===== src/hw/rtl/olt_pkg.sv =====
`timescale 1ns / 1ps
// ----------------------------------------------------------------------------
// olt_pkg
// Shared types and codes for the ordered list table: command and status
// codes, field widths and the per-cell control bundle.
// ----------------------------------------------------------------------------
package olt_pkg;

    // field widths of the request and result ports
    localparam int DATA_W = 32;
    localparam int CMD_W  = 2;
    localparam int STAT_W = 2;
    localparam int POS_W  = 6;
    localparam int HELD_W = 7;

    // command codes
    localparam logic [CMD_W-1:0] CMD_APPEND   = 2'd0;
    localparam logic [CMD_W-1:0] CMD_DEL_LAST = 2'd1;
    localparam logic [CMD_W-1:0] CMD_DEL_VAL  = 2'd2;
    localparam logic [CMD_W-1:0] CMD_SEARCH   = 2'd3;

    // status codes
    localparam logic [STAT_W-1:0] ST_OK       = 2'd0;
    localparam logic [STAT_W-1:0] ST_EMPTY    = 2'd1;
    localparam logic [STAT_W-1:0] ST_NOTFOUND = 2'd2;
    localparam logic [STAT_W-1:0] ST_FULL     = 2'd3;

    // control bundle driven into every cell
    typedef struct packed {
        logic load;     // take the appended value
        logic shift;    // take the neighbor's entry
        logic compare;  // capture the match flag
    } cell_ctrl_t;

endpackage


===== src/hw/rtl/olt_cell.sv =====
`timescale 1ns / 1ps
// ----------------------------------------------------------------------------
// olt_cell
// One list slot: holds an entry, compares it with the search key and takes
// its upper neighbor's entry when the list closes a gap.
// ----------------------------------------------------------------------------
module olt_cell
    import olt_pkg::*;
(
    input  logic              clk,
    input  logic              rst_n,
    input  cell_ctrl_t        ctrl,
    input  logic              in_list,
    input  logic [DATA_W-1:0] key,
    input  logic [DATA_W-1:0] load_data,
    input  logic [DATA_W-1:0] neighbor_data,
    output logic [DATA_W-1:0] data,
    output logic              hit
);

    logic [DATA_W-1:0] data_reg;
    logic [DATA_W-1:0] data_next;
    logic              hit_reg;
    logic              hit_next;

    // entry update: append load has priority over gap closing
    always_comb
    begin
        data_next = data_reg;
        if (ctrl.load)
        begin
            data_next = load_data;
        end
        else if (ctrl.shift)
        begin
            data_next = neighbor_data;
        end
    end

    // match flag, only for slots inside the list
    always_comb
    begin
        hit_next = hit_reg;
        if (ctrl.compare)
        begin
            hit_next = in_list && (data_reg == key);
        end
    end

    // payload register, no reset
    always_ff @(posedge clk)
    begin
        data_reg <= data_next;
    end

    always_ff @(posedge clk or negedge rst_n)
    begin
        if (!rst_n)
        begin
            hit_reg <= 1'b0;
        end
        else
        begin
            hit_reg <= hit_next;
        end
    end

    assign data = data_reg;
    assign hit  = hit_reg;

endmodule


===== src/hw/rtl/olt_first_hit.sv =====
`timescale 1ns / 1ps
// ----------------------------------------------------------------------------
// olt_first_hit
// Priority pick over the cell match flags: a log-depth prefix OR gives the
// shift mask from the first match upward, and the index of the first match
// is encoded from its one-hot form.
// ----------------------------------------------------------------------------
module olt_first_hit #(
    parameter int DEPTH = 64,
    parameter int IW    = 6
) (
    input  logic [DEPTH-1:0] hits,
    output logic [DEPTH-1:0] from_first,
    output logic             found,
    output logic [IW-1:0]    index
);

    localparam int LVLS = (DEPTH > 1) ? $clog2(DEPTH) : 1;

    logic [DEPTH-1:0] pre [0:LVLS];
    logic [DEPTH-1:0] first_oh;

    assign pre[0] = hits;

    // prefix OR, doubling span at each level
    genvar l;
    generate
        for (l = 0; l < LVLS; l++)
        begin : g_lvl
            localparam int SPAN = 1 << l;
            if (SPAN < DEPTH)
            begin : g_or
                assign pre[l+1] = pre[l] | {pre[l][DEPTH-1-SPAN:0], {SPAN{1'b0}}};
            end
            else
            begin : g_pass
                assign pre[l+1] = pre[l];
            end
        end
    endgenerate

    assign from_first = pre[LVLS];
    assign found      = pre[LVLS][DEPTH-1];
    assign first_oh   = hits & ~{pre[LVLS][DEPTH-2:0], 1'b0};

    // one-hot to index encoder
    always_comb
    begin
        index = '0;
        for (int i = 0; i < DEPTH; i++)
        begin
            index = index | ({IW{first_oh[i]}} & IW'(i));
        end
    end

endmodule


===== src/hw/rtl/ordered_list_table_unit.sv =====
`timescale 1ns / 1ps
// ----------------------------------------------------------------------------
// ordered_list_table_unit
// Ordered list of signed 32-bit values kept in a chain of cells: append,
// delete last, delete first matching value and search.
//
//   channel | signals                               | direction
//   --------+---------------------------------------+----------
//   request | in_valid, in_ready, cmd, value        | in
//   result  | out_valid, out_ready, status,         | out
//           | position, entries_held                |
//
// Each request passes through idle, where it is taken, compare, where all
// cells compare in parallel, pick, where the priority pick registers the
// first match and shift mask, and apply, where the cells shift or load and
// the result is registered. The next request is taken once the block
// returns to idle, even while a result waits for out_ready; that request
// then holds in its last step, and the input stalls, until the result
// register is free.
// Reset clears the entry count and the control state; entry contents are
// not reset.
// ----------------------------------------------------------------------------
module ordered_list_table_unit
    import olt_pkg::*;
#(
    parameter int DEPTH = 64
) (
    input  logic                     clk,
    input  logic                     rst_n,
    input  logic                     in_valid,
    output logic                     in_ready,
    input  logic [CMD_W-1:0]         cmd,
    input  logic signed [DATA_W-1:0] value,
    output logic                     out_valid,
    input  logic                     out_ready,
    output logic [STAT_W-1:0]        status,
    output logic [POS_W-1:0]         position,
    output logic [HELD_W-1:0]        entries_held
);

    localparam int IW = $clog2(DEPTH);
    localparam int CW = $clog2(DEPTH + 1);
    localparam logic [CW-1:0] FULL_CNT = CW'(DEPTH);

    typedef enum logic [1:0] {
        S_IDLE,
        S_CMP,
        S_PICK,
        S_APPLY
    } state_t;

    state_t              state_reg;
    logic [CMD_W-1:0]    cmd_reg;
    logic [DATA_W-1:0]   value_reg;
    logic [CW-1:0]       count_reg;
    logic [CW-1:0]       count_next;
    logic [DEPTH-1:0]    mask_reg;
    logic                found_reg;
    logic [IW-1:0]       index_reg;
    logic                out_valid_reg;
    logic [STAT_W-1:0]   status_reg;
    logic [POS_W-1:0]    position_reg;
    logic [HELD_W-1:0]   held_reg;

    logic [DEPTH-1:0]    hits;
    logic [DEPTH-1:0]    from_first;
    logic                found;
    logic [IW-1:0]       index;
    logic [DATA_W-1:0]   cell_data [0:DEPTH-1];

    logic                fire;
    logic                is_empty;
    logic                is_full;
    logic                do_append;
    logic                do_delval;
    logic [STAT_W-1:0]   status_next;
    logic [POS_W-1:0]    position_next;
    logic [IW+POS_W-1:0] index_wide;
    logic [CW+HELD_W-1:0] held_wide;

    assign in_ready  = (state_reg == S_IDLE);
    assign out_valid = out_valid_reg;
    assign status       = status_reg;
    assign position     = position_reg;
    assign entries_held = held_reg;

    // apply step runs once the result register can take the result
    assign fire     = (state_reg == S_APPLY) && (!out_valid_reg || out_ready);
    assign is_empty = (count_reg == '0);
    assign is_full  = (count_reg == FULL_CNT);
    assign do_append = fire && (cmd_reg == CMD_APPEND) && !is_full;
    assign do_delval = fire && (cmd_reg == CMD_DEL_VAL) && found_reg;

    // chain of cells, each taking from its upper neighbor
    genvar i;
    generate
        for (i = 0; i < DEPTH; i++)
        begin : g_cell
            localparam logic [CW-1:0] IDX = CW'(i);
            cell_ctrl_t        ctrl;
            logic [DATA_W-1:0] nb;

            assign ctrl.load    = do_append && (count_reg == IDX);
            assign ctrl.shift   = do_delval && mask_reg[i];
            assign ctrl.compare = (state_reg == S_CMP);

            if (i < DEPTH - 1)
            begin : g_nb
                assign nb = cell_data[i+1];
            end
            else
            begin : g_last
                assign nb = cell_data[i];
            end

            olt_cell u_cell (
                .clk           (clk),
                .rst_n         (rst_n),
                .ctrl          (ctrl),
                .in_list       (count_reg > IDX),
                .key           (value_reg),
                .load_data     (value_reg),
                .neighbor_data (nb),
                .data          (cell_data[i]),
                .hit           (hits[i])
            );
        end
    endgenerate

    olt_first_hit #(
        .DEPTH (DEPTH),
        .IW    (IW)
    ) u_first_hit (
        .hits       (hits),
        .from_first (from_first),
        .found      (found),
        .index      (index)
    );

    // result and new count for the current command
    assign index_wide = {{POS_W{1'b0}}, index_reg};
    always_comb
    begin
        status_next   = ST_OK;
        position_next = '0;
        count_next    = count_reg;
        case (cmd_reg)
            CMD_APPEND:
            begin
                if (is_full)
                begin
                    status_next = ST_FULL;
                end
                else
                begin
                    count_next = count_reg + CW'(1);
                end
            end
            CMD_DEL_LAST:
            begin
                if (is_empty)
                begin
                    status_next = ST_EMPTY;
                end
                else
                begin
                    count_next = count_reg - CW'(1);
                end
            end
            CMD_DEL_VAL:
            begin
                if (is_empty)
                begin
                    status_next = ST_EMPTY;
                end
                else if (!found_reg)
                begin
                    status_next = ST_NOTFOUND;
                end
                else
                begin
                    count_next    = count_reg - CW'(1);
                    position_next = index_wide[POS_W-1:0];
                end
            end
            default:
            begin
                if (is_empty)
                begin
                    status_next = ST_EMPTY;
                end
                else if (!found_reg)
                begin
                    status_next = ST_NOTFOUND;
                end
                else
                begin
                    position_next = index_wide[POS_W-1:0];
                end
            end
        endcase
    end

    assign held_wide = {{HELD_W{1'b0}}, count_next};

    // sequencer, list count and result register
    always_ff @(posedge clk or negedge rst_n)
    begin
        if (!rst_n)
        begin
            state_reg     <= S_IDLE;
            count_reg     <= '0;
            out_valid_reg <= 1'b0;
            status_reg    <= ST_OK;
            position_reg  <= '0;
            held_reg      <= '0;
        end
        else
        begin
            // result valid: set on apply, dropped once taken
            if (fire)
            begin
                out_valid_reg <= 1'b1;
            end
            else if (out_ready)
            begin
                out_valid_reg <= 1'b0;
            end
            case (state_reg)
                S_IDLE:
                begin
                    if (in_valid)
                    begin
                        state_reg <= S_CMP;
                    end
                end
                S_CMP:
                begin
                    state_reg <= S_PICK;
                end
                S_PICK:
                begin
                    state_reg <= S_APPLY;
                end
                S_APPLY:
                begin
                    if (fire)
                    begin
                        count_reg    <= count_next;
                        status_reg   <= status_next;
                        position_reg <= position_next;
                        held_reg     <= held_wide[HELD_W-1:0];
                        state_reg    <= S_IDLE;
                    end
                end
                default:
                begin
                    state_reg <= S_IDLE;
                end
            endcase
        end
    end

    // request capture and pick results
    always_ff @(posedge clk)
    begin
        if (in_valid && in_ready)
        begin
            cmd_reg   <= cmd;
            value_reg <= value;
        end
        if (state_reg == S_PICK)
        begin
            mask_reg  <= from_first;
            found_reg <= found;
            index_reg <= index;
        end
    end

endmodule


===== config.mk =====
export PLATFORM = sky130hd
export DESIGN_NAME = ordered_list_table_unit
export DESIGN_NICKNAME = d
export VERILOG_FILES = /design/src/hw/rtl/olt_pkg.sv /design/src/hw/rtl/olt_cell.sv /design/src/hw/rtl/olt_first_hit.sv /design/src/hw/rtl/ordered_list_table_unit.sv
export SDC_FILE = /design/constraint.sdc
export NUM_CORES = 2
export LEC_CHECK = 0
export BUFFER_PORTS_ARGS = -buffer_cell sky130_fd_sc_hd__buf_2
export CAP_MARGIN = 20
export CORE_ASPECT_RATIO = 1.4
export CORE_MARGIN = 8
export CORE_UTILIZATION = 61
export DETAILED_ROUTE_END_ITERATION = 7
export HOLD_SLACK_MARGIN = 0.02
export PLACE_DENSITY_LB_ADDON = 0.15
export SYNTH_ARGS = -nofsm -noshare
export SYNTH_HDL_FRONTEND = slang
export SYNTH_SLANG_ARGS = --single-unit

===== constraint.sdc =====
create_clock -name clk -period 7.26 [get_ports clk]
set_input_delay 1.089 -clock clk [delete_from_list [all_inputs] [get_ports clk]]
set_output_delay 1.089 -clock clk [all_outputs]
set_load 0.005 [all_outputs]

### Word-level counts from Yosys, hierarchy flattened

Cells that the tools add are included.
Widths: inputs -> output; s select.

* add/sub/neg operators: 2
* equal/unequal tests: 139
* div/mod/pow operators: 0
* bitwise gates (word level): 70
* $lt $le $gt $ge: 64
* $mul: 0
* shift-type cells: 0
* mux-type cells: 144
* reductions and logical operators: 272

Operator list (number)
* $mux 32: 126
* $eq 32x32->1: 64
* $or 64x64->64: 6
* $eq 7x6->1 const B: 32
* $gt 7x6->1 const B: 32
* $logic_and 1x1->1: 197
* $or 6x6->6: 32
* $reduce_bool 2->1: 64
* $eq 7x5->1 const B: 16
* $gt 7x5->1 const B: 16
* $or 6x5->6: 16
* $and 64x64->64: 1
* $not 64->64: 1
* $eq 7x4->1 const B: 8
* $gt 7x4->1 const B: 8
* $or 6x4->6: 8
* $eq 7x3->1 const B: 4
* $gt 7x3->1 const B: 4
* $mux 7: 4
* $or 6x3->6: 4
* $pmux 7 s3: 1
* $mux 6: 3
* $eq 7x2->1 const B: 2
* $gt 7x1->1 const B: 2
* other kinds (22): 40

* memory bits (read-only): 0
* register bits after elaboration: 2234
* latch bits: 0
* bits in writable memories: 0
* output and inout port bits: 17
* word-level logic and storage cells: 829
* input bits: 38
* memories: 0

### Depth between registers and ports, before layout

* word-level depth: 70
* gate-level depth with buffers: 12
* gate-level depth less buffers: 12

### Hierarchy

A second synthesis with hierarchy kept.

* cells, all modules: 8188
* area, all modules: 118711.4 um2

Modules (own cells, without submodules)
* olt_cell: area each 1732.9 um2, seq. area each 985.9 um2, instances 64, cells each 115
* ordered_list_table_unit: area each 5876.9 um2, seq. area each 3603.5 um2, instances 1, cells each 514
* olt_first_hit: area each 1928.1 um2, seq. area each 0.0 um2, instances 1, cells each 314

### Worst setup path after synthesis

OpenSTA, ideal clock, no wires.

* path kind: input -> register
* start: in out_ready
* end: reg g_cell[63].u_cell.data_reg[0], enable pin
* data required time: 6.759 ns
* setup slack: 1.930 ns
* data arrival time: 4.828 ns
* cell stages on the path: 5
* setup time: 0.501 ns
* path through: nand2b_1 and2_1 clkbuf_1 nand2_1 nor4_1

RTL lines
* start, declared: RTL line ordered_list_table_unit.sv:35 `input logic out_ready,`
* end signal, assigned: RTL line olt_cell.sv:53 `data_reg <= data_next;`
* end, declared: RTL line olt_cell.sv:21 `logic [DATA_W-1:0] data_reg;`

==> impl_metrics.yaml <==
outcome:
  status: "finished, final reports clean"
layout:
  fin_util_pct: 66.7
  final_cell_area_sq_mm: 0.129
  fin_nets: 8548
  largest_reg_flops: 2048
  drive_above_1_share_pct: 29.9
  area_growth_pct: 8.92
  fill_cells: 13688
  fin_cells: 11197
synthesis:
  synth_seq_area_share_pct: 56.3
  synth_area_leaders: "edfxtp_1 55%, mux2_2 18%, xnor2_1 8.2%"
  synth_area_sq_mm: 0.118
  async_flop_share_pct: 3.67
  synth.distinct_cells: 73
  syn_nets: 8683
  synth_edf_count: 2152
  syn_area_per_cell_sq_um: 13.7
  ys_warn_count: 0
  synthCells: 8633
  yosysTopAreaCell: "edfxtp_1"
  ys_seq_elements: 2234
  synth-main-ff-cell: "edfxtp_1"
  yosys.area.top_type_share_pct: 54.5
global_routing:
  grt_pass1_vias: 74318
  grt-ovfl-total: 0
  antenna_found_initial: 27
  grt_pass1_wl_um: 540000
  gr-usage-all-layers_pct: 35.4
  grt_max_degree: 89
cts:
  cts_root_buf: "clkbuf_16"
  clock_latency_ns: 0.91
  numCtsBuffers: 223
  clock-sinks: 2234
  post_cts_resized: 0
  cts_max_level: 4
  cts_tree: "yes"
  cts.path.max_buffers: 4
  hold_buffers: 0
  clk_pin_slew_ns: 0.06
  cts_setup_buffers: 0
drt:
  vias: 74135
  met2WireLength_um: 185000
  drc: 0
  drtIter0Drc: 7650
  met1Wirelength_um: 139000
  ant_nets: 0
  highest_layer: "met5"
  first_pass_iters: 6
  vias_per_cell: 6.62
  wire_per_inst_um: 33.9
  wl_met3_um: 29400
  routed_wl_um: 380000
worst_setup_path:
  cp.required_ns: 7.80
  start_kind: "flip-flop"
  crit_path_max_fanout: 33
  critPathArrivalTime_ns: 5.22
  crit_path_end_kind: "flip-flop"
  r2r_start: "entries_held[0]"
  r2r_slack_ns: 2.58
  crit_start: "entries_held[0]"
  r2r_end: "g_cell[40].u_cell.data[29]"
  r2r_cells: 9
  critPathKind: "reg -> reg"
sta:
  setup_viol: 0
  rsz0062_at_grt: "no"
  max_freq_mhz: 213
  finalHoldViolCount: 0
  slew_headroom_pct: 13.3
  fin_worst_skew_ns: 0.0500
  hold_slack_ns: 0.193
  worst_pin_slew_ns: 1.30
  period_needed_ns: 4.68
  fin_ws_ns: 2.58
  slew_violations: 0
  setup_tns_ns: 0
  finalCritPeriodShare_pct: 64.5
placed_design:
  place.gp.congestion: 1.09
  dpl_cell_area_sq_mm: 0.122
  dp_hpwl_um: 263000
  port-buffer-count: 54
  placed_cells_incl_taps: 10778
  dp_slack_ns: 2.51
floorplanning:
  start_util_pct: 61.3
  core_area_sq_mm: 0.193
  die_area_sq_mm: 0.209
  io_pins: 55
  rows: 191
  die_h_um: 537
  die_x_um: 388
worst_hold_path:
  min_path_type: "in -> async"
power_and_ir_drop:
  power.density_mw_per_mm2: 254
  power.leakage_nw: 43.3
  power_mw: 32.8
  ir_drop_mv: 0.249
job:
  timing.max_cap.violations: 0
layer usage:
layer / vias to the layer above / track usage [%]
li1: 31575 / -
met1: 37704 / 42.5
met2: 3754 / 59.7
met3: 1080 / 6.61
met4: 22 / 21.4
met5: - / 0
cells in the final DEF (no fill, tap or decap), drive strengths merged, types with 63 or more instances in the layout:
cell type,count
edfxtp,2152
mux2,1905
xnor2,1113
xor2,919
buf,349
nand4,341
nand2,334
nor4,301
clkbuf,295
o21ai,153
nor2,88
clkinv,86
dfrtp,82
inv,80
nand3,71
nor3,63
cells by family (layout without fill, tap and decap cells):
group	Yosys count	count (layout)	share of synthesized area, %
other cells	0	22	0
simple gates	1275	1275	5.79
buf+inv	792	825	2.55
compound gates	379	379	2.09
mux	1909	1909	18.1
flops	2234	2234	56.3
xor+xnor	2032	2032	15.0
fa+ha+maj	12	12	0.127
how the worst max path moves through the flow:
stage | slack [ns] | endpoint | cells past startpoint
2_1_floorplan | 1.93 | g_cell[63].u_cell.data[0] | 5
3_3_place_gp | 2.12 | g_cell[48].u_cell.data[5] | 8
3_5_place_dp | 2.51 | g_cell[49].u_cell.data[7] | 10
4_1_cts | 2.81 | g_cell[40].u_cell.data[29] | 9
5_1_grt | 2.58 | g_cell[40].u_cell.data[29] | 9
6_report | 2.58 | g_cell[40].u_cell.data[29] | 9
cell usage after synthesis, drive strengths merged, types with 82 or more instances:
cell type,instances
xnor2,1113
buf,216
o21ai,153
clkbuf,493
nor2,88
edfxtp,2152
nand4,341
mux2,1905
nor4,301
nand2,334
dfrtp,82
xor2,919
critical path, stage by stage (launching register included):
cell      delay (ns)
dfrtp_1         0.66
clkinv_1        0.39
ha_1            0.35
nand3_1         0.15
o211ai_1        0.31
nor2_1          1.09
nand4_1         0.42
buf_4           0.40
nand2_1         0.12
buf_4           0.40
power breakdown:
part           switching [mW]  leakage (nW)  total (mW)  internal, mW
Combinational            4.68          19.5        6.59          1.92
Clock                    4.96          3.27        11.0          6.06
Sequential              0.530          20.5        15.2          14.7
final cells by class:
| cell class | instances | area, sq um | area share [%] |
|---|---|---|---|
| antenna | 22 | 55.1 | 0.0427 |
| clock buffer | 295 | 5930 | 4.60 |
| clock inverter | 98 | 754 | 0.585 |
| inverter | 83 | 312 | 0.241 |
| multi-input combinational | 5607 | 48900 | 37.9 |
| sequential | 2234 | 66700 | 51.7 |
| tap | 2509 | 3140 | 2.43 |
| timing repair buffer | 349 | 3270 | 2.53 |
(Power assumes the default switching activity.)
